===== config.mk =====
export PLATFORM = sky130hd
export DESIGN_NAME = infix_to_postfix_converter_unit
export DESIGN_NICKNAME = d
export VERILOG_FILES = /design/src/hw/rtl/i2p_pkg.sv /design/src/hw/rtl/i2p_dp.sv /design/src/hw/rtl/i2p_ctrl.sv /design/src/hw/rtl/infix_to_postfix_converter_unit.sv
export SDC_FILE = /design/constraint.sdc
export NUM_CORES = 1
export LEC_CHECK = 0
export BUFFER_PORTS_ARGS = -buffer_cell sky130_fd_sc_hd__buf_2
export CAP_MARGIN = 5
export CORE_MARGIN = 8
export CORE_UTILIZATION = 30
export DETAILED_ROUTE_END_ITERATION = 16
export PLACE_DENSITY_LB_ADDON = 0.12
export SLEW_MARGIN = 40
export SYNTH_ARGS = -nofsm -noshare
export SYNTH_HDL_FRONTEND = slang
export SYNTH_SLANG_ARGS = --single-unit

===== constraint.sdc =====
create_clock -name clk -period 6.9 [get_ports clk]
set_clock_uncertainty 0.05 [all_clocks]
set_input_delay 1.035 -clock clk [delete_from_list [all_inputs] [get_ports clk]]
set_output_delay 1.035 -clock clk [all_outputs]
set_load 0.05 [all_outputs]

===== src/hw/rtl/i2p_pkg.sv =====
// Shared types, character codes and helper functions for the infix to postfix converter.
package i2p_pkg;

	// Request payloads
	typedef struct packed {
		logic [7:0] symbol;
		logic       end_of_expression;
	} in_t;

	typedef struct packed {
		logic [7:0] out_symbol;
		logic       symbol_valid;
		logic       out_last;
		logic [1:0] error_code;
	} out_t;

	// ASCII characters of interest
	localparam logic [7:0] CH_ADD  = 8'h2B;
	localparam logic [7:0] CH_SUB  = 8'h2D;
	localparam logic [7:0] CH_MUL  = 8'h2A;
	localparam logic [7:0] CH_DIV  = 8'h2F;
	localparam logic [7:0] CH_LPAR = 8'h28;
	localparam logic [7:0] CH_RPAR = 8'h29;
	localparam logic [7:0] CH_NUL  = 8'h00;

	// Stack entry codes
	localparam logic [2:0] OP_NONE = 3'd0;
	localparam logic [2:0] OP_ADD  = 3'd1;
	localparam logic [2:0] OP_SUB  = 3'd2;
	localparam logic [2:0] OP_MUL  = 3'd3;
	localparam logic [2:0] OP_DIV  = 3'd4;
	localparam logic [2:0] OP_LPAR = 3'd5;

	// Error codes
	localparam logic [1:0] ERR_NONE     = 2'd0;
	localparam logic [1:0] ERR_OVERFLOW = 2'd1;
	localparam logic [1:0] ERR_PAREN    = 2'd2;
	localparam logic [1:0] ERR_CHAR     = 2'd3;

	// Character classes
	localparam logic [2:0] CLS_ALNUM = 3'd0;
	localparam logic [2:0] CLS_LPAR  = 3'd1;
	localparam logic [2:0] CLS_RPAR  = 3'd2;
	localparam logic [2:0] CLS_OP    = 3'd3;
	localparam logic [2:0] CLS_BAD   = 3'd4;

	// Output source select
	localparam logic [1:0] SRC_SYM  = 2'd0;
	localparam logic [1:0] SRC_TOP  = 2'd1;
	localparam logic [1:0] SRC_MARK = 2'd2;

	// Commands from the controller to the datapath
	typedef struct packed {
		logic       load;
		logic       emit;
		logic [1:0] src;
		logic       last;
		logic [1:0] mark_err;
		logic       push;
		logic       pop;
		logic       set_err;
		logic [1:0] err_code;
		logic       clear;
	} cmd_t;

	// Status from the datapath to the controller
	typedef struct packed {
		logic [2:0] cls;
		logic       pop_ok;
		logic       top_lpar;
		logic       below_lpar;
		logic       sp_zero;
		logic       sp_one;
		logic       sp_two;
		logic       lpar_none;
		logic [1:0] err;
		logic       emit_ok;
		logic       eoe;
	} sts_t;

	function automatic logic [2:0] class_of(input logic [7:0] s);
		logic [2:0] c;
		case (s) inside
			[8'h30:8'h39], [8'h41:8'h5A], [8'h61:8'h7A]: c = CLS_ALNUM;
			CH_LPAR: c = CLS_LPAR;
			CH_RPAR: c = CLS_RPAR;
			CH_ADD, CH_SUB, CH_MUL, CH_DIV: c = CLS_OP;
			default: c = CLS_BAD;
		endcase
		return c;
	endfunction

	function automatic logic [2:0] code_of(input logic [7:0] s);
		logic [2:0] c;
		case (s)
			CH_ADD:  c = OP_ADD;
			CH_SUB:  c = OP_SUB;
			CH_MUL:  c = OP_MUL;
			CH_DIV:  c = OP_DIV;
			CH_LPAR: c = OP_LPAR;
			default: c = OP_NONE;
		endcase
		return c;
	endfunction

	function automatic logic [1:0] rank_of(input logic [2:0] code);
		logic [1:0] r;
		case (code)
			OP_ADD, OP_SUB: r = 2'd1;
			OP_MUL, OP_DIV: r = 2'd2;
			default:        r = 2'd0;
		endcase
		return r;
	endfunction

	function automatic logic [7:0] char_of(input logic [2:0] code);
		logic [7:0] c;
		case (code)
			OP_ADD:  c = CH_ADD;
			OP_SUB:  c = CH_SUB;
			OP_MUL:  c = CH_MUL;
			OP_DIV:  c = CH_DIV;
			OP_LPAR: c = CH_LPAR;
			default: c = CH_NUL;
		endcase
		return c;
	endfunction

endpackage


===== src/hw/rtl/i2p_dp.sv =====
// Datapath: input latch, operator stack memory, pointers, error latch and output register.
module i2p_dp #(
	parameter int STACK_DEPTH = 32
) (
	input  logic          clk,
	input  logic          arst_n,
	input  i2p_pkg::in_t  in_data,
	input  i2p_pkg::cmd_t cmd,
	output i2p_pkg::sts_t sts,
	output logic          out_valid,
	input  logic          out_ready,
	output i2p_pkg::out_t out_data
);

	localparam int IW  = (STACK_DEPTH > 1) ? $clog2(STACK_DEPTH) : 1;
	localparam int SPW = $clog2(STACK_DEPTH + 1);

	logic [7:0]     sym_q;
	logic           eoe_q;
	logic [SPW-1:0] sp_q;
	logic [SPW-1:0] sp_next;
	logic [SPW-1:0] rd_ofs;
	logic [IW-1:0]  rd_idx;
	logic [SPW-1:0] lp_q;
	logic [1:0]     err_q;
	logic [2:0]     top_q;
	logic [2:0]     below_q;
	logic [2:0]     mem [STACK_DEPTH];
	logic [2:0]     push_code;
	logic           full;
	logic           push_ok;
	logic           out_valid_q;
	i2p_pkg::out_t  out_q;
	i2p_pkg::out_t  emit_data;

	assign push_code = i2p_pkg::code_of(sym_q);
	assign full      = (sp_q == SPW'(STACK_DEPTH));
	assign push_ok   = cmd.push && !full;

	// Next stack pointer; the memory read follows it so below_q tracks the second entry
	always_comb begin
		sp_next = sp_q;
		if (cmd.clear) begin
			sp_next = '0;
		end else if (push_ok) begin
			sp_next = sp_q + SPW'(1);
		end else if (cmd.pop) begin
			sp_next = sp_q - SPW'(1);
		end
	end

	assign rd_ofs = sp_next - SPW'(2);
	assign rd_idx = rd_ofs[IW-1:0];

	// Input latch
	always_ff @(posedge clk) begin
		if (cmd.load) begin
			sym_q <= in_data.symbol;
			eoe_q <= in_data.end_of_expression;
		end
	end

	// Stack memory with registered read; top of stack held in a register
	always_ff @(posedge clk) begin
		if (push_ok) begin
			mem[sp_q[IW-1:0]] <= push_code;
		end
		below_q <= mem[rd_idx];
		if (push_ok) begin
			top_q <= push_code;
		end else if (cmd.pop) begin
			top_q <= below_q;
		end
	end

	// Pointer, open-paren count and error latch
	always_ff @(posedge clk or negedge arst_n) begin
		if (!arst_n) begin
			sp_q  <= '0;
			lp_q  <= '0;
			err_q <= i2p_pkg::ERR_NONE;
		end else begin
			sp_q <= sp_next;
			if (cmd.clear) begin
				lp_q <= '0;
			end else if (push_ok && push_code == i2p_pkg::OP_LPAR) begin
				lp_q <= lp_q + SPW'(1);
			end else if (cmd.pop && top_q == i2p_pkg::OP_LPAR) begin
				lp_q <= lp_q - SPW'(1);
			end
			if (cmd.clear) begin
				err_q <= i2p_pkg::ERR_NONE;
			end else if (cmd.set_err) begin
				err_q <= cmd.err_code;
			end else if (cmd.push && full) begin
				err_q <= i2p_pkg::ERR_OVERFLOW;
			end
		end
	end

	// Result formatting
	always_comb begin
		emit_data = '0;
		case (cmd.src)
			i2p_pkg::SRC_SYM: begin
				emit_data.out_symbol   = sym_q;
				emit_data.symbol_valid = 1'b1;
			end
			i2p_pkg::SRC_TOP: begin
				emit_data.out_symbol   = i2p_pkg::char_of(top_q);
				emit_data.symbol_valid = 1'b1;
			end
			default: begin
				emit_data.out_symbol   = i2p_pkg::CH_NUL;
				emit_data.symbol_valid = 1'b0;
				emit_data.error_code   = cmd.mark_err;
			end
		endcase
		emit_data.out_last = cmd.last;
	end

	// Output register
	always_ff @(posedge clk or negedge arst_n) begin
		if (!arst_n) begin
			out_valid_q <= 1'b0;
		end else if (cmd.emit) begin
			out_valid_q <= 1'b1;
		end else if (out_ready) begin
			out_valid_q <= 1'b0;
		end
	end

	always_ff @(posedge clk) begin
		if (cmd.emit) begin
			out_q <= emit_data;
		end
	end

	assign out_valid = out_valid_q;
	assign out_data  = out_q;

	// Status to the controller
	always_comb begin
		sts            = '0;
		sts.cls        = i2p_pkg::class_of(sym_q);
		sts.sp_zero    = (sp_q == '0);
		sts.sp_one     = (sp_q == SPW'(1));
		sts.sp_two     = (sp_q == SPW'(2));
		sts.pop_ok     = !sts.sp_zero &&
			(i2p_pkg::rank_of(push_code) <= i2p_pkg::rank_of(top_q));
		sts.top_lpar   = (top_q == i2p_pkg::OP_LPAR);
		sts.below_lpar = (below_q == i2p_pkg::OP_LPAR);
		sts.lpar_none  = (lp_q == '0);
		sts.err        = err_q;
		sts.emit_ok    = !out_valid_q || out_ready;
		sts.eoe        = eoe_q;
	end

endmodule


===== src/hw/rtl/i2p_ctrl.sv =====
// Controller: sequences accept, per-character work, stack pops and the end-of-expression flush.
module i2p_ctrl (
	input  logic          clk,
	input  logic          arst_n,
	input  logic          in_valid,
	output logic          in_ready,
	input  i2p_pkg::sts_t sts,
	output i2p_pkg::cmd_t cmd
);

	localparam logic [1:0] ST_IDLE = 2'd0;
	localparam logic [1:0] ST_EXEC = 2'd1;
	localparam logic [1:0] ST_END  = 2'd2;

	logic [1:0] state_q;
	logic [1:0] state_nxt;
	logic [1:0] after;
	logic       emitted_q;

	assign after = sts.eoe ? ST_END : ST_IDLE;

	// Next state and commands
	always_comb begin
		cmd       = '0;
		state_nxt = state_q;
		in_ready  = 1'b0;
		case (state_q)
			ST_IDLE: begin
				in_ready = 1'b1;
				if (in_valid) begin
					cmd.load  = 1'b1;
					state_nxt = ST_EXEC;
				end
			end
			ST_EXEC: begin
				if (sts.err != i2p_pkg::ERR_NONE) begin
					state_nxt = after;
				end else begin
					case (sts.cls)
						i2p_pkg::CLS_ALNUM: begin
							if (sts.emit_ok) begin
								cmd.emit  = 1'b1;
								cmd.src   = i2p_pkg::SRC_SYM;
								cmd.last  = sts.eoe && sts.sp_zero;
								state_nxt = after;
							end
						end
						i2p_pkg::CLS_LPAR: begin
							cmd.push  = 1'b1;
							state_nxt = after;
						end
						i2p_pkg::CLS_RPAR: begin
							if (!sts.sp_zero && !sts.top_lpar) begin
								// pop down to the open paren; the last pop may end the output
								if (sts.emit_ok) begin
									cmd.emit = 1'b1;
									cmd.src  = i2p_pkg::SRC_TOP;
									cmd.pop  = 1'b1;
									cmd.last = sts.eoe && sts.sp_two && sts.below_lpar;
								end
							end else if (sts.sp_zero) begin
								cmd.set_err  = 1'b1;
								cmd.err_code = i2p_pkg::ERR_PAREN;
								state_nxt    = after;
							end else begin
								cmd.pop   = 1'b1;
								state_nxt = after;
							end
						end
						i2p_pkg::CLS_OP: begin
							if (sts.pop_ok) begin
								if (sts.emit_ok) begin
									cmd.emit = 1'b1;
									cmd.src  = i2p_pkg::SRC_TOP;
									cmd.pop  = 1'b1;
								end
							end else begin
								cmd.push  = 1'b1;
								state_nxt = after;
							end
						end
						default: begin
							cmd.set_err  = 1'b1;
							cmd.err_code = i2p_pkg::ERR_CHAR;
							state_nxt    = after;
						end
					endcase
				end
			end
			ST_END: begin
				if (sts.err != i2p_pkg::ERR_NONE || !sts.lpar_none) begin
					// error marker; an open paren left on the stack counts as unmatched
					if (sts.emit_ok) begin
						cmd.emit     = 1'b1;
						cmd.src      = i2p_pkg::SRC_MARK;
						cmd.mark_err = (sts.err != i2p_pkg::ERR_NONE) ? sts.err
							: i2p_pkg::ERR_PAREN;
						cmd.last     = 1'b1;
						cmd.clear    = 1'b1;
						state_nxt    = ST_IDLE;
					end
				end else if (!sts.sp_zero) begin
					// flush, one operator per cycle while the output can take it
					if (sts.emit_ok) begin
						cmd.emit = 1'b1;
						cmd.src  = i2p_pkg::SRC_TOP;
						cmd.pop  = 1'b1;
						cmd.last = sts.sp_one;
						if (sts.sp_one) begin
							cmd.clear = 1'b1;
							state_nxt = ST_IDLE;
						end
					end
				end else if (!emitted_q) begin
					if (sts.emit_ok) begin
						cmd.emit     = 1'b1;
						cmd.src      = i2p_pkg::SRC_MARK;
						cmd.mark_err = i2p_pkg::ERR_NONE;
						cmd.last     = 1'b1;
						cmd.clear    = 1'b1;
						state_nxt    = ST_IDLE;
					end
				end else begin
					cmd.clear = 1'b1;
					state_nxt = ST_IDLE;
				end
			end
			default: begin
				state_nxt = ST_IDLE;
			end
		endcase
	end

	// State and per-request output flag
	always_ff @(posedge clk or negedge arst_n) begin
		if (!arst_n) begin
			state_q   <= ST_IDLE;
			emitted_q <= 1'b0;
		end else begin
			state_q <= state_nxt;
			if (cmd.load) begin
				emitted_q <= 1'b0;
			end else if (cmd.emit) begin
				emitted_q <= 1'b1;
			end
		end
	end

endmodule


===== src/hw/rtl/infix_to_postfix_converter_unit.sv =====
// Top level of the shunting-yard infix to postfix converter.
//
//  channel | handshake           | payload              | direction
//  in      | in_valid / in_ready | in_data  (in_t)      | one character request
//  out     | out_valid/out_ready | out_data (out_t)     | one postfix result request
//
// A character is accepted in ST_IDLE and executed in ST_EXEC, where the
// controller pops one stack entry per cycle while the output can take it.
// After the last character, ST_END flushes the remaining operators, or emits
// a bare end marker when that character produced no output.
// Reset clears the pointers and error latch; stack contents stay undefined.
// A full output register stalls the controller in place until it drains.
module infix_to_postfix_converter_unit #(
	parameter int STACK_DEPTH = 32
) (
	input  logic          clk,
	input  logic          arst_n,
	input  logic          in_valid,
	output logic          in_ready,
	input  i2p_pkg::in_t  in_data,
	output logic          out_valid,
	input  logic          out_ready,
	output i2p_pkg::out_t out_data
);

	i2p_pkg::cmd_t cmd;
	i2p_pkg::sts_t sts;

	// Sequencer
	i2p_ctrl u_ctrl (
		.clk      (clk),
		.arst_n   (arst_n),
		.in_valid (in_valid),
		.in_ready (in_ready),
		.sts      (sts),
		.cmd      (cmd)
	);

	// Stack and output datapath
	i2p_dp #(
		.STACK_DEPTH (STACK_DEPTH)
	) u_dp (
		.clk       (clk),
		.arst_n    (arst_n),
		.in_data   (in_data),
		.cmd       (cmd),
		.sts       (sts),
		.out_valid (out_valid),
		.out_ready (out_ready),
		.out_data  (out_data)
	);

endmodule


# Word-level counts from Yosys, hierarchy flattened
# Memory sizes are Yosys's and may differ from the RTL's. A register that Yosys moved wholly into a read port is not among the register bits.
# Cells that the tools add are included.
dict set report totals {
  register_bits 42
  mem_bits_rw 96
  elab_cells 180
  mem_count 1
}
# name words word_bits read_ports rd_ports_with_merged_regs write_ports line
set mem_list {}
lappend mem_list {u_dp.mem 32 3 1 1 1 i2p_dp.sv:28} ;# logic [2:0] mem [STACK_DEPTH];
dict set report classes {
  addsub 5
  n_lt_le_gt_ge 7
  n_eq_ne 32
  muxes 82
  n_bitwise 1
  reduce_logical 39
}
# op count
set ops {}
lappend ops {{6-bit two-way mux} 10}
lappend ops {{8-bit by 6-bit equality test with 1-bit output, second input constant} 6}
lappend ops {{2-bit two-way mux} 17}
lappend ops {{3-bit two-way mux} 11}
lappend ops {{6-bit case mux with 5 select lines} 1}
lappend ops {{4-bit two-way mux} 6}
lappend ops {{1-bit two-way mux} 23}
lappend ops {{3-bit by 2-bit equality test with 1-bit output, second input constant} 6}
lappend ops {{9-bit case mux with 2 select lines} 1}
lappend ops {{8-bit by 7-bit >= comparator with 1-bit output, second input constant} 2}
lappend ops {{8-bit by 7-bit less-or-equal comparator with 1-bit output, second input constant} 2}
lappend ops {{3-bit equality test, second input constant} 5}
lappend ops {{3-bit case mux with 5 select lines} 1}
lappend ops {{6-bit by 1-bit adder with 6-bit output, second input constant} 2}
lappend ops {{1-bit logical AND} 12}
lappend ops {{6-bit logical NOT} 2}
lappend ops {{2-bit case mux with 3 select lines} 2}
lappend ops {{6-bit by 1-bit subtractor with 6-bit output, second input constant} 2}
lappend ops {{3-bit by 1-bit equality test with 1-bit output, second input constant} 3}
lappend ops {{3-bit case mux with 3 select lines} 1}
lappend ops {{3-bit OR reduction} 3}
lappend ops {{8-bit by 6-bit >= comparator with 1-bit output, second input constant} 1}
lappend ops {{8-bit by 6-bit less-or-equal comparator with 1-bit output, second input constant} 1}
lappend ops {{4-bit by 3-bit != test with 1-bit output, second input constant} 2}
lappend ops {{26 further kinds} 44}

# Longest topological paths before layout
# Gate-level depths: netlist of the first run.
dict set report logic_depth {
  word_depth 15
  ltp_mapped 21
}

# Hierarchy
# A second synthesis of the first run with hierarchy kept.
dict set report hier_totals {
  cells_unflattened 615
  area_unflattened_um2 6917.9
}
# mod n_inst cells_each area_each_um2 seq_area_each_um2
set modules_own_cells {}
lappend modules_own_cells {i2p_dp 1 543 6372.4 4038.9}
lappend modules_own_cells {i2p_ctrl 1 72 545.5 75.1}

# Worst setup path before layout of the first run
# No wires, ideal clock.
dict set report synth_timing {
  path_kind {register -> register}
  start {reg u_dp.sym_q[7]}
  end {reg u_dp.below_q[0] (read register of u_dp.mem)}
  setup_time_ps 72
  t_arrival_ps 4944
  required_time_ps 6778
  path_slack_ps 1834
  path_stages_with_launch 19
  path_buffers 2
  period_less_slack_ps 5066
  path_cell_list {edfxtp_1 > nand4bb_4 > or2_2 > nor3_1 > ha_1 > nor2b_1 > o21ai_1 > nand4_1 > a211oi_4 > o211ai_1 > a31oi_4 > inv_1 > buf_2 > ha_1 > inv_1 > clkbuf_1 > mux4_2 > mux2_2 > mux2i_1}
}
dict set report synth_between {
  elab_chain_cells 15
  elab_cells_between_ends 46
}
# element line
set synth_lines {}
lappend synth_lines {{start, declared} i2p_dp.sv:18} ;# logic [7:0] sym_q;
lappend synth_lines {{start signal, assigned} i2p_dp.sv:58} ;# sym_q <= in_data.symbol;
lappend synth_lines {{8-bit by 6-bit equality test with 1-bit output} {i2p_pkg.sv:95, i2p_dp.sv:145}}
lappend synth_lines {{3-bit case mux with 5 select lines} i2p_pkg.sv:95} ;# case (s)
lappend synth_lines {{3-bit by 2-bit equality test with 1-bit output, or another cell as far along} i2p_pkg.sv:108} ;# case (code)
lappend synth_lines {{2-bit OR reduction} i2p_pkg.sv:108}
lappend synth_lines {{2-bit case mux with 2 select lines} i2p_pkg.sv:108}
lappend synth_lines {{2-bit less-or-equal comparator} i2p_dp.sv:150} ;# (i2p_pkg::rank_of(push_code) <= i2p_pkg::rank_of(top_q));
lappend synth_lines {{1-bit logical AND} i2p_dp.sv:149} ;# sts.pop_ok = !sts.sp_zero &&
lappend synth_lines {{1-bit two-way mux} i2p_ctrl.sv:71} ;# if (sts.pop_ok) begin
lappend synth_lines {{1-bit case mux with 2 select lines} i2p_ctrl.sv:39} ;# case (sts.cls)
lappend synth_lines {{5-bit two-way mux *} i2p_ctrl.sv:36} ;# if (sts.err != i2p_pkg::ERR_NONE) begin
lappend synth_lines {{1-bit case mux with 2 select lines / 1-bit two-way mux (equally long branches)} i2p_ctrl.sv:27} ;# case (state_q)
lappend synth_lines {{6-bit two-way mux / 1-bit logical AND (equally long branches)} {i2p_dp.sv:47, i2p_dp.sv:38}}
lappend synth_lines {{6-bit two-way mux *} i2p_dp.sv:45} ;# end else if (push_ok) begin
lappend synth_lines {{6-bit two-way mux *} i2p_dp.sv:43} ;# if (cmd.clear) begin
lappend synth_lines {{5-bit by 2-bit subtractor with 5-bit output *} i2p_dp.sv:52} ;# assign rd_ofs = sp_next - SPW'(2);
lappend synth_lines {{end, declared} i2p_dp.sv:27} ;# logic [2:0] below_q;
# Every way passes the cells marked *; elsewhere a longest branch is shown, timed or not.
# A chain may end at the register's enable or synchronous reset.

# Worst setup path in the final report of the first run
dict set report layout_timing {
  start {reg u_dp.sym_q[7]}
  end {reg u_dp.below_q[0] (read register of u_dp.mem)}
}
dict set report layout_between {
  elab_chain_cells 15
  elab_cells_between_ends 46
}
# element line
set layout_lines {}
lappend layout_lines {{8-bit by 6-bit equality test with 1-bit output} {i2p_pkg.sv:95, i2p_dp.sv:145}}
lappend layout_lines {{3-bit case mux with 5 select lines} i2p_pkg.sv:95}
lappend layout_lines {{3-bit by 2-bit equality test with 1-bit output, or another cell as far along} i2p_pkg.sv:108}
lappend layout_lines {{2-bit OR reduction} i2p_pkg.sv:108}
lappend layout_lines {{2-bit case mux with 2 select lines} i2p_pkg.sv:108}
lappend layout_lines {{2-bit less-or-equal comparator} i2p_dp.sv:150}
lappend layout_lines {{1-bit logical AND} i2p_dp.sv:149}
lappend layout_lines {{1-bit two-way mux} i2p_ctrl.sv:71}
lappend layout_lines {{1-bit case mux with 2 select lines} i2p_ctrl.sv:39}
lappend layout_lines {{5-bit two-way mux *} i2p_ctrl.sv:36}
lappend layout_lines {{1-bit case mux with 2 select lines / 1-bit two-way mux (equally long branches)} i2p_ctrl.sv:27}
lappend layout_lines {{6-bit two-way mux / 1-bit logical AND (equally long branches)} {i2p_dp.sv:47, i2p_dp.sv:38}}
lappend layout_lines {{6-bit two-way mux *} i2p_dp.sv:45}
lappend layout_lines {{6-bit two-way mux *} i2p_dp.sv:43}
lappend layout_lines {{net u_dp.sp_next[2]} i2p_dp.sv:21} ;# logic [SPW-1:0] sp_next;
lappend layout_lines {{5-bit by 2-bit subtractor with 5-bit output *} i2p_dp.sv:52}
# The timed path passes the listed nets; every way through them passes the cells marked *.

==> results of run 1 <==
final timing paths:
path,startpoint,end,slack (ps),cells after the start
worst min register to register,u_dp.lp_q[5]$_DFFE_PN0P_,u_dp.lp_q[5]$_DFFE_PN0P_,490,2
worst max-delay path,u_dp.sym_q[7]$_DFFE_PP_,u_dp.below_q[0]$_DFF_P_,1130,19
max in group asynchronous,arst_n,u_dp.out_valid$_DFFE_PN0P_,5990,1
worst min-delay path,u_dp.lp_q[5]$_DFFE_PN0P_,u_dp.lp_q[5]$_DFFE_PN0P_,490,2
worst max register to register,u_dp.sym_q[7]$_DFFE_PP_,u_dp.below_q[0]$_DFF_P_,1130,19
min in group asynchronous,arst_n,u_dp.lp_q[2]$_DFFE_PN0P_,500,1
final cells by class:
class                      count  area, um^2
fill                        2295       15200
sequential                   141        4110
multi-input combinational    378        2870
clock buffer                  17         425
tap                          319         399
timing repair buffer          32         206
clock inverter                15         196
inverter                      25        93.8
metal layers:
layer	up-vias	global-route usage [%]	wire (um)
li1	2267	-	-
met1	2410	16.8	8550
met2	93	21.6	9020
met3	13	3.16	677
met4	0	3.39	191
met5	-	0	0
power by group through the flow:
stage | sequential [mW] | clock, mW | combinational, mW
floorplan | 1.12 | 0 | 0.745
global placement | 1.11 | 0 | 0.998
CTS | 1.09 | 0.982 | 1.01
global route | 1.11 | 1.01 | 1.10
finish | 1.10 | 0.957 | 1.00
detailed placement | 1.11 | 0 | 1.01
stage by stage:
stage,cells,hold slack (ps)
after detailed placement,895,481
after floorplan,572,430
after global routing,927,510
after global placement,892,474
final,927,495
after CTS,927,495
Yosys cell counts (all sizes together), types with 9 or more instances:
master	n	area share (%)
inv	25	1.3
a2111oi	11	1.6
and2	9	0.78
nor2	56	2.9
edfxtp	120	50
a21oi	17	1.2
mux2i	39	5.4
nand2	32	1.7
ha	16	2.8
and4	9	1.1
nor3	20	1.5
o21ai	12	0.84
clkbuf	20	1.0
a211oi	16	1.8
dfrtp	18	6.3
registers in the layout, indices dropped and copies added, names as in the netlist:
| signal | flops |
|---|---|
| u_dp.out_data | 12 |
| u_dp.eoe_q | 1 |
| u_dp.sym_q | 8 |
| u_dp.mem | 96 |
| u_ctrl.state_q | 2 |
| u_dp.lp_q | 6 |
| u_ctrl.emitted_q | 1 |
| u_dp.out_valid | 1 |
| u_dp.below_q | 3 |
| u_dp.err_q | 2 |
| u_dp.sp_q | 6 |
| u_dp.top_q | 3 |
logic make-up (layout without fill, tap and decap cells):
family / after synthesis / after routing / synth area share, %
DFF: 141 / 141 / 57.3
muxes: 51 / 51 / 8.11
AOI/OAI and AO/OA: 117 / 117 / 13.1
xor gates and xnor gates: 11 / 11 / 1.34
adders and majority gates: 17 / 17 / 3.07
buffers and inverters: 53 / 89 / 3.30
and+or+nand+nor: 182 / 182 / 13.7
worst max-delay path: cells and delay by family, from the launching register on:
kind,cells,cell delay [ps]
flops,1,410
simple gates,10,2810
mux,1,110
fa+ha+maj,2,510
buf+inv,1,90
compound gates,5,1680
==> summary.txt, run 1 <==
Synthesis
  – Synth unique cells: slightly below 80
  – Synth warn: 0
  – Post-synth top flop: edfxtp_1
  – Cells after Synth: roughly 570
  – Sequential fraction of the synthesis area: roughly 57%
  – Ys async rst share: approximately an eighth
  – Post-synth EDFFs: between 100 and 150
  – Syn avg cell area: between 10 and 15 um^2
  – Flops & latches, synth: between 100 and 150
  – Post-synth net total: 602
  – Mapped cell area: 0.00717 mm^2

Floorplan
  – Initial Util: 30.6%
  – Die outline area: between 0.02 and 0.03 mm^2
  – Io pins: 27
  – Die W: 171 um
  – Core ar.: roughly 0.023 mm^2
  – Core Rows: 56
  – Chip height: approximately 170 um

Setup path
  – Required @ worst endpoint: 7160 ps
  – Endpoint class of the critical path: register
  – CP arrival: about 6000 ps
  – Largest stage delay on the critical path: 540 ps
  – CP max-delay cell: a211oi_4
  – Critical path launch point type: register
  – CP Cell Sequence: nand4bb_4 -> or2_2 -> nor3_1 -> ha_1 -> nor2b_1 -> o21ai_1 -> nand4_1 -> a211oi_4 -> o211a_1 -> nor3_1 -> nor3b_1 -> inv_1 -> ha_1 -> or3_1 -> or3_1 -> o211ai_1 -> a2111oi_0 -> nor4_1 -> mux2i_1
  – Critical-path maximum fanout: 9
  – WS Path Type: reg2reg

Route
  – DR pass1 iterations: 5
  – Vias: about 4,800
  – DRC: 0
  – Drt wl/cell: ~20 um
  – Routed vias/inst: between 5 and 6
  – WL final: between 15,000 and 20,000 um
  – Post-route antenna net violation count: 0
  – Iteration-0 DRC Markers: 303

Placement
  – Dpl ws: approximately 1100 ps
  – PortBufs: 26
  – Placed instance area: 0.00768 mm^2
  – GPL Wtd Cong: between 0.8 and 0.9
  – Placed wire-length estimate: approximately 13,000 um

Cells and area
  – Final core utilization: ~35%
  – Synth-to-Final Area Change: 15.7%
  – Most common cell after layout, fill and taps aside: edfxtp_1
  – Fin area: 0.00830 mm^2
  – Final #Nets: around 630
  – Commonest cells after routing, fill and taps aside: edfxtp_1, nor2_1, mux2i_1
  – Ant. Diodes: 0
  – Layout cells sized above 1: ~16%

Pwr
  – Worst IR drop on VDD: approximately 0.15 mV
  – Power Total: 3.06 mW
  – Sw Share: between 30 and 40%
  – Seq pwr share: a little over a third
  – P_sw: 1.15 mW
  – Internal cell power: 1.91 mW
  – Power share of the clock group: a little under a third
  – Comb pwr share: between 30% and 40%
  – Pwr/cell area: between 300 and 400 mW/mm^2
  – Leakage: 2.99 nW

Outcome
  – Status: finished, final reports clean

STA
  – Setup slack after layout: about 1100 ps
  – Fmax achieved: 0.173 GHz
  – RSZ-0062 raised after global routing: no
  – Final setup viols: 0
  – Worst-margin pin slew: between 800 and 900 ps
  – Final slew viol count: 0
  – Post-layout min period: between 5000 and 6000 ps
  – Period utilisation layout: a little over four fifths
  – TNS Setup: 0 ps
  – Fin. Hold Viols: 0
  – Max-slew headroom: 45.4%

Clocking
  – Post-CTS Resized: 0
  – Root Buffer: clkbuf_16
  – Skew-Pair Late Insertion Delay: around 420 ps
  – Sink Count: about 140
  – Post-CTS Setup Repair Bufs: 0
  – CTS tree: done
  – Post-CTS Hold Fix Bufs: 0
  – H-tree depth: 4
  – Clock transition at the registers of the reported paths: about 70 ps
  – Max clock buf depth: 2
  – Num CTS Buffers: 17

GRT
  – Largest net degree at the start of global routing: between 40 and 50
  – Vias in the first global route: 4,784
  – Initial antenna violation count: 0
  – Total Routing Usage GR: roughly an eighth
  – First-pass GRT wire length: approximately 29,000 um
  – Total gr overflow: 0

Flow run
  – Max Cap Viol: 0

Hold path
  – Hold Path Class: reg2reg
Power figures use the tool's default switching activity.
==> inputs of run 2 (changes only) <==
Clock period 6.9 ns to 5.2 ns, I/O delays scaled along.
==> run 2 against run 1 <==
Net effect: critical path depth is the same; register-to-register slack got worse by 830 ps; clock power rose by 17%; critical endpoint is now u_dp.below_q[2]$_DFF_P_; sequential share of layout area is 0.19 points lower; cell area increased by 0.39%; largest cell class unchanged; global-route usage is essentially flat; utilization up 0.14 points; cell count grew 1.6%; critical path type unchanged; die area is the same; power is 30% higher; hold slack worse by 240 ps.
==> summary.txt, run 2 (synthesis gave the netlist of run 1 again) <==
Outcome
  – Status: finished, final reports clean

Pwr
  – Worst IR drop on VDD: 0.183 mV (+18%)
  – Leakage: 3.02 nW (+0.92%)
  – Pwr/cell area: 476 mW/mm^2 (+29%)
  – Power Total: 3.97 mW (+30%)

Placement
  – Dpl ws: 89.4 ps (-997 ps)
  – PortBufs: 26 (unchanged)
  – Dpl cells: 908 (+1.5%)
  – GPL Wtd Cong: 0.831 (+1.9%)
  – Placed wire-length estimate: 13,100 um (+0.24%)

Setup path
  – Largest stage delay on the critical path: 420 ps (-120 ps)
  – CP max-delay cell: edfxtp_1
  – Worst Path Buf+Inv: 3 (+2)
  – CP arrival: 5200 ps (-830 ps)
  – WS Path Type: reg2reg
  – Required @ worst endpoint: 5500 ps (-1660 ps)
  – Critical-path maximum fanout: 8 (-1)
  – Crit path max-delay family: simple AND/OR/NAND/NOR gates
  – Endpoint class of the critical path: register
  – Critical path launch point type: register
  – CP Cell Sequence: nand4bb_4 -> or2_2 -> nor3_1 -> ha_1 -> nor2b_1 -> o21ai_1 -> nand4_1 -> a211oi_4 -> buf_4 -> o211ai_1 -> a31oi_4 -> inv_1 -> ha_1 -> or3_1 -> or3_1 -> o211ai_1 -> buf_4 -> mux2_2 -> mux2i_1

STA
  – Max-slew headroom: 51.5% (+6.1 points)
  – Worst-margin pin slew: 709 ps (-107 ps)
  – Fmax achieved: 0.204 GHz (+18%)
  – Final slew viol count: 0 (unchanged)
  – Setup slack after layout: 300 ps (-827 ps)
  – Post-layout min period: 4900 ps (-873 ps)
  – Final setup viols: 0 (unchanged)
  – TNS Setup: 0 ps (unchanged)
  – Period utilisation layout: 94.2% (+11 points)
  – Fin. Hold Viols: 0 (unchanged)

Floorplan
  – Io pins: 27 (unchanged)
  – Chip height: 171 um (unchanged)
  – Die W: 171 um (unchanged)
  – Initial Util: 30.6% (unchanged)
  – Die outline area: 0.0291 mm^2 (unchanged)
  – Core ar.: 0.0235 mm^2 (unchanged)
  – Core Rows: 56 (unchanged)

Cells and area
  – Max FFs per register: 96 (unchanged)
  – Final #Nets: 640 (+2.4%)
  – Ant. Diodes: 0 (unchanged)
  – Synth-to-Final Area Change: 16.2%
  – Non-filler cells, final: 942 (+1.6%)
  – Commonest cells after routing, fill and taps aside: edfxtp_1, nor2_1, mux2i_1
  – Layout cells sized above 1: 17.7% (+1.5 points)
  – Most common cell after layout, fill and taps aside: edfxtp_1

Clocking
  – Root Buffer: clkbuf_16
  – Post-CTS Hold Fix Bufs: 0 (unchanged)
  – Skew-Pair Late Insertion Delay: 430 ps (about the same)
  – CTS tree: done
  – Num CTS Buffers: 17 (unchanged)
  – Max clock buf depth: 2 (unchanged)
  – H-tree depth: 4 (unchanged)
  – Clock transition at the registers of the reported paths: 60 ps (about the same)
  – Sink Count: 141 (unchanged)

Route
  – Post-route antenna net violation count: 0 (unchanged)
  – DRC: 0 (unchanged)
  – Iteration-0 DRC Markers: 382 (+26%)
  – Drt wl/cell: 19.6 um (-1.4%)
  – DR pass1 iterations: 5 (unchanged)
  – Vias: 4,874 (+1.9%)
  – WL final: 18,500 um (+0.21%)
  – Routed vias/inst: 5.17 (+0.28%)

GRT
  – Largest net degree at the start of global routing: 34 (-21%)
  – Total gr overflow: 0 (unchanged)
  – Total Routing Usage GR: 13.0% (about the same)
  – Vias in the first global route: 4,911 (+2.7%)
  – Initial antenna violation count: 0 (unchanged)
  – First-pass GRT wire length: 28,900 um (+1.3%)

Hold path
  – Hold Path Class: in2async

Flow run
  – Max Cap Viol: 0 (unchanged)
-- run 2: cell types whose count changed in the layout (fill, tap and decap cells not counted), sizes merged --
cell,before,now
clkbuf,17,18
inv,33,32
clkinvlp,1,3
buf,32,47
bufinv,2,0
-- run 2: path summary, 6_finish.rpt --
check / from / slack [ps] / depth (start not counted) / end
max: u_dp.sym_q[7]$_DFFE_PP_ / 300 / 19 / u_dp.below_q[2]$_DFF_P_
min: arst_n / 250 / 1 / u_dp.lp_q[0]$_DFFE_PN0P_
max reg2reg: u_dp.sym_q[7]$_DFFE_PP_ / 300 / 19 / u_dp.below_q[2]$_DFF_P_
min reg2reg: u_ctrl.emitted_q$_DFFE_PN0P_ / 500 / 2 / u_ctrl.emitted_q$_DFFE_PN0P_
max in group asynchronous: arst_n / 4520 / 1 / u_ctrl.emitted_q$_DFFE_PN0P_
min in group clk: in_data[5] / 480 / 1 / u_dp.sym_q[4]$_DFFE_PP_
-- run 2: cell type report --
cell class	instances	area [um^2]
multi-input combinational	378	2870
sequential	141	4110
tap	319	399
clock buffer	18	429
fill	2317	15100
clock inverter	14	110
timing repair buffer	47	315
inverter	25	93.8
-- run 2: timing repair --
item                                    4_1_cts  5_1_grt
gates resized for setup                       0        3
buffers inserted                              0        2
endpoints found under the setup margin        0        3
-- run 2: power by group --
group          leakage (nW)  switching, mW  total [mW]  internal, mW
clock                 0.257          0.500        1.12         0.619
sequential             1.28          0.116        1.44          1.32
combinational          1.48          0.886        1.41         0.519
-- run 2: through the flow --
stage	util, %	hold WS (ps)	cell area (um^2)
floorplan	-	430	7170
global placement	33.0	487	7740
detailed placement	33.1	491	7770
CTS	35.4	268	8310
global route	35.5	284	8330
finish	35.5	254	8330
-- run 2: metal layers --
metal	global-route usage [%]	share of wire [%]
met5	0	0
met2	21.4	49
met1	16.7	45
met4	4.54	2.3
met3	2.95	4.1
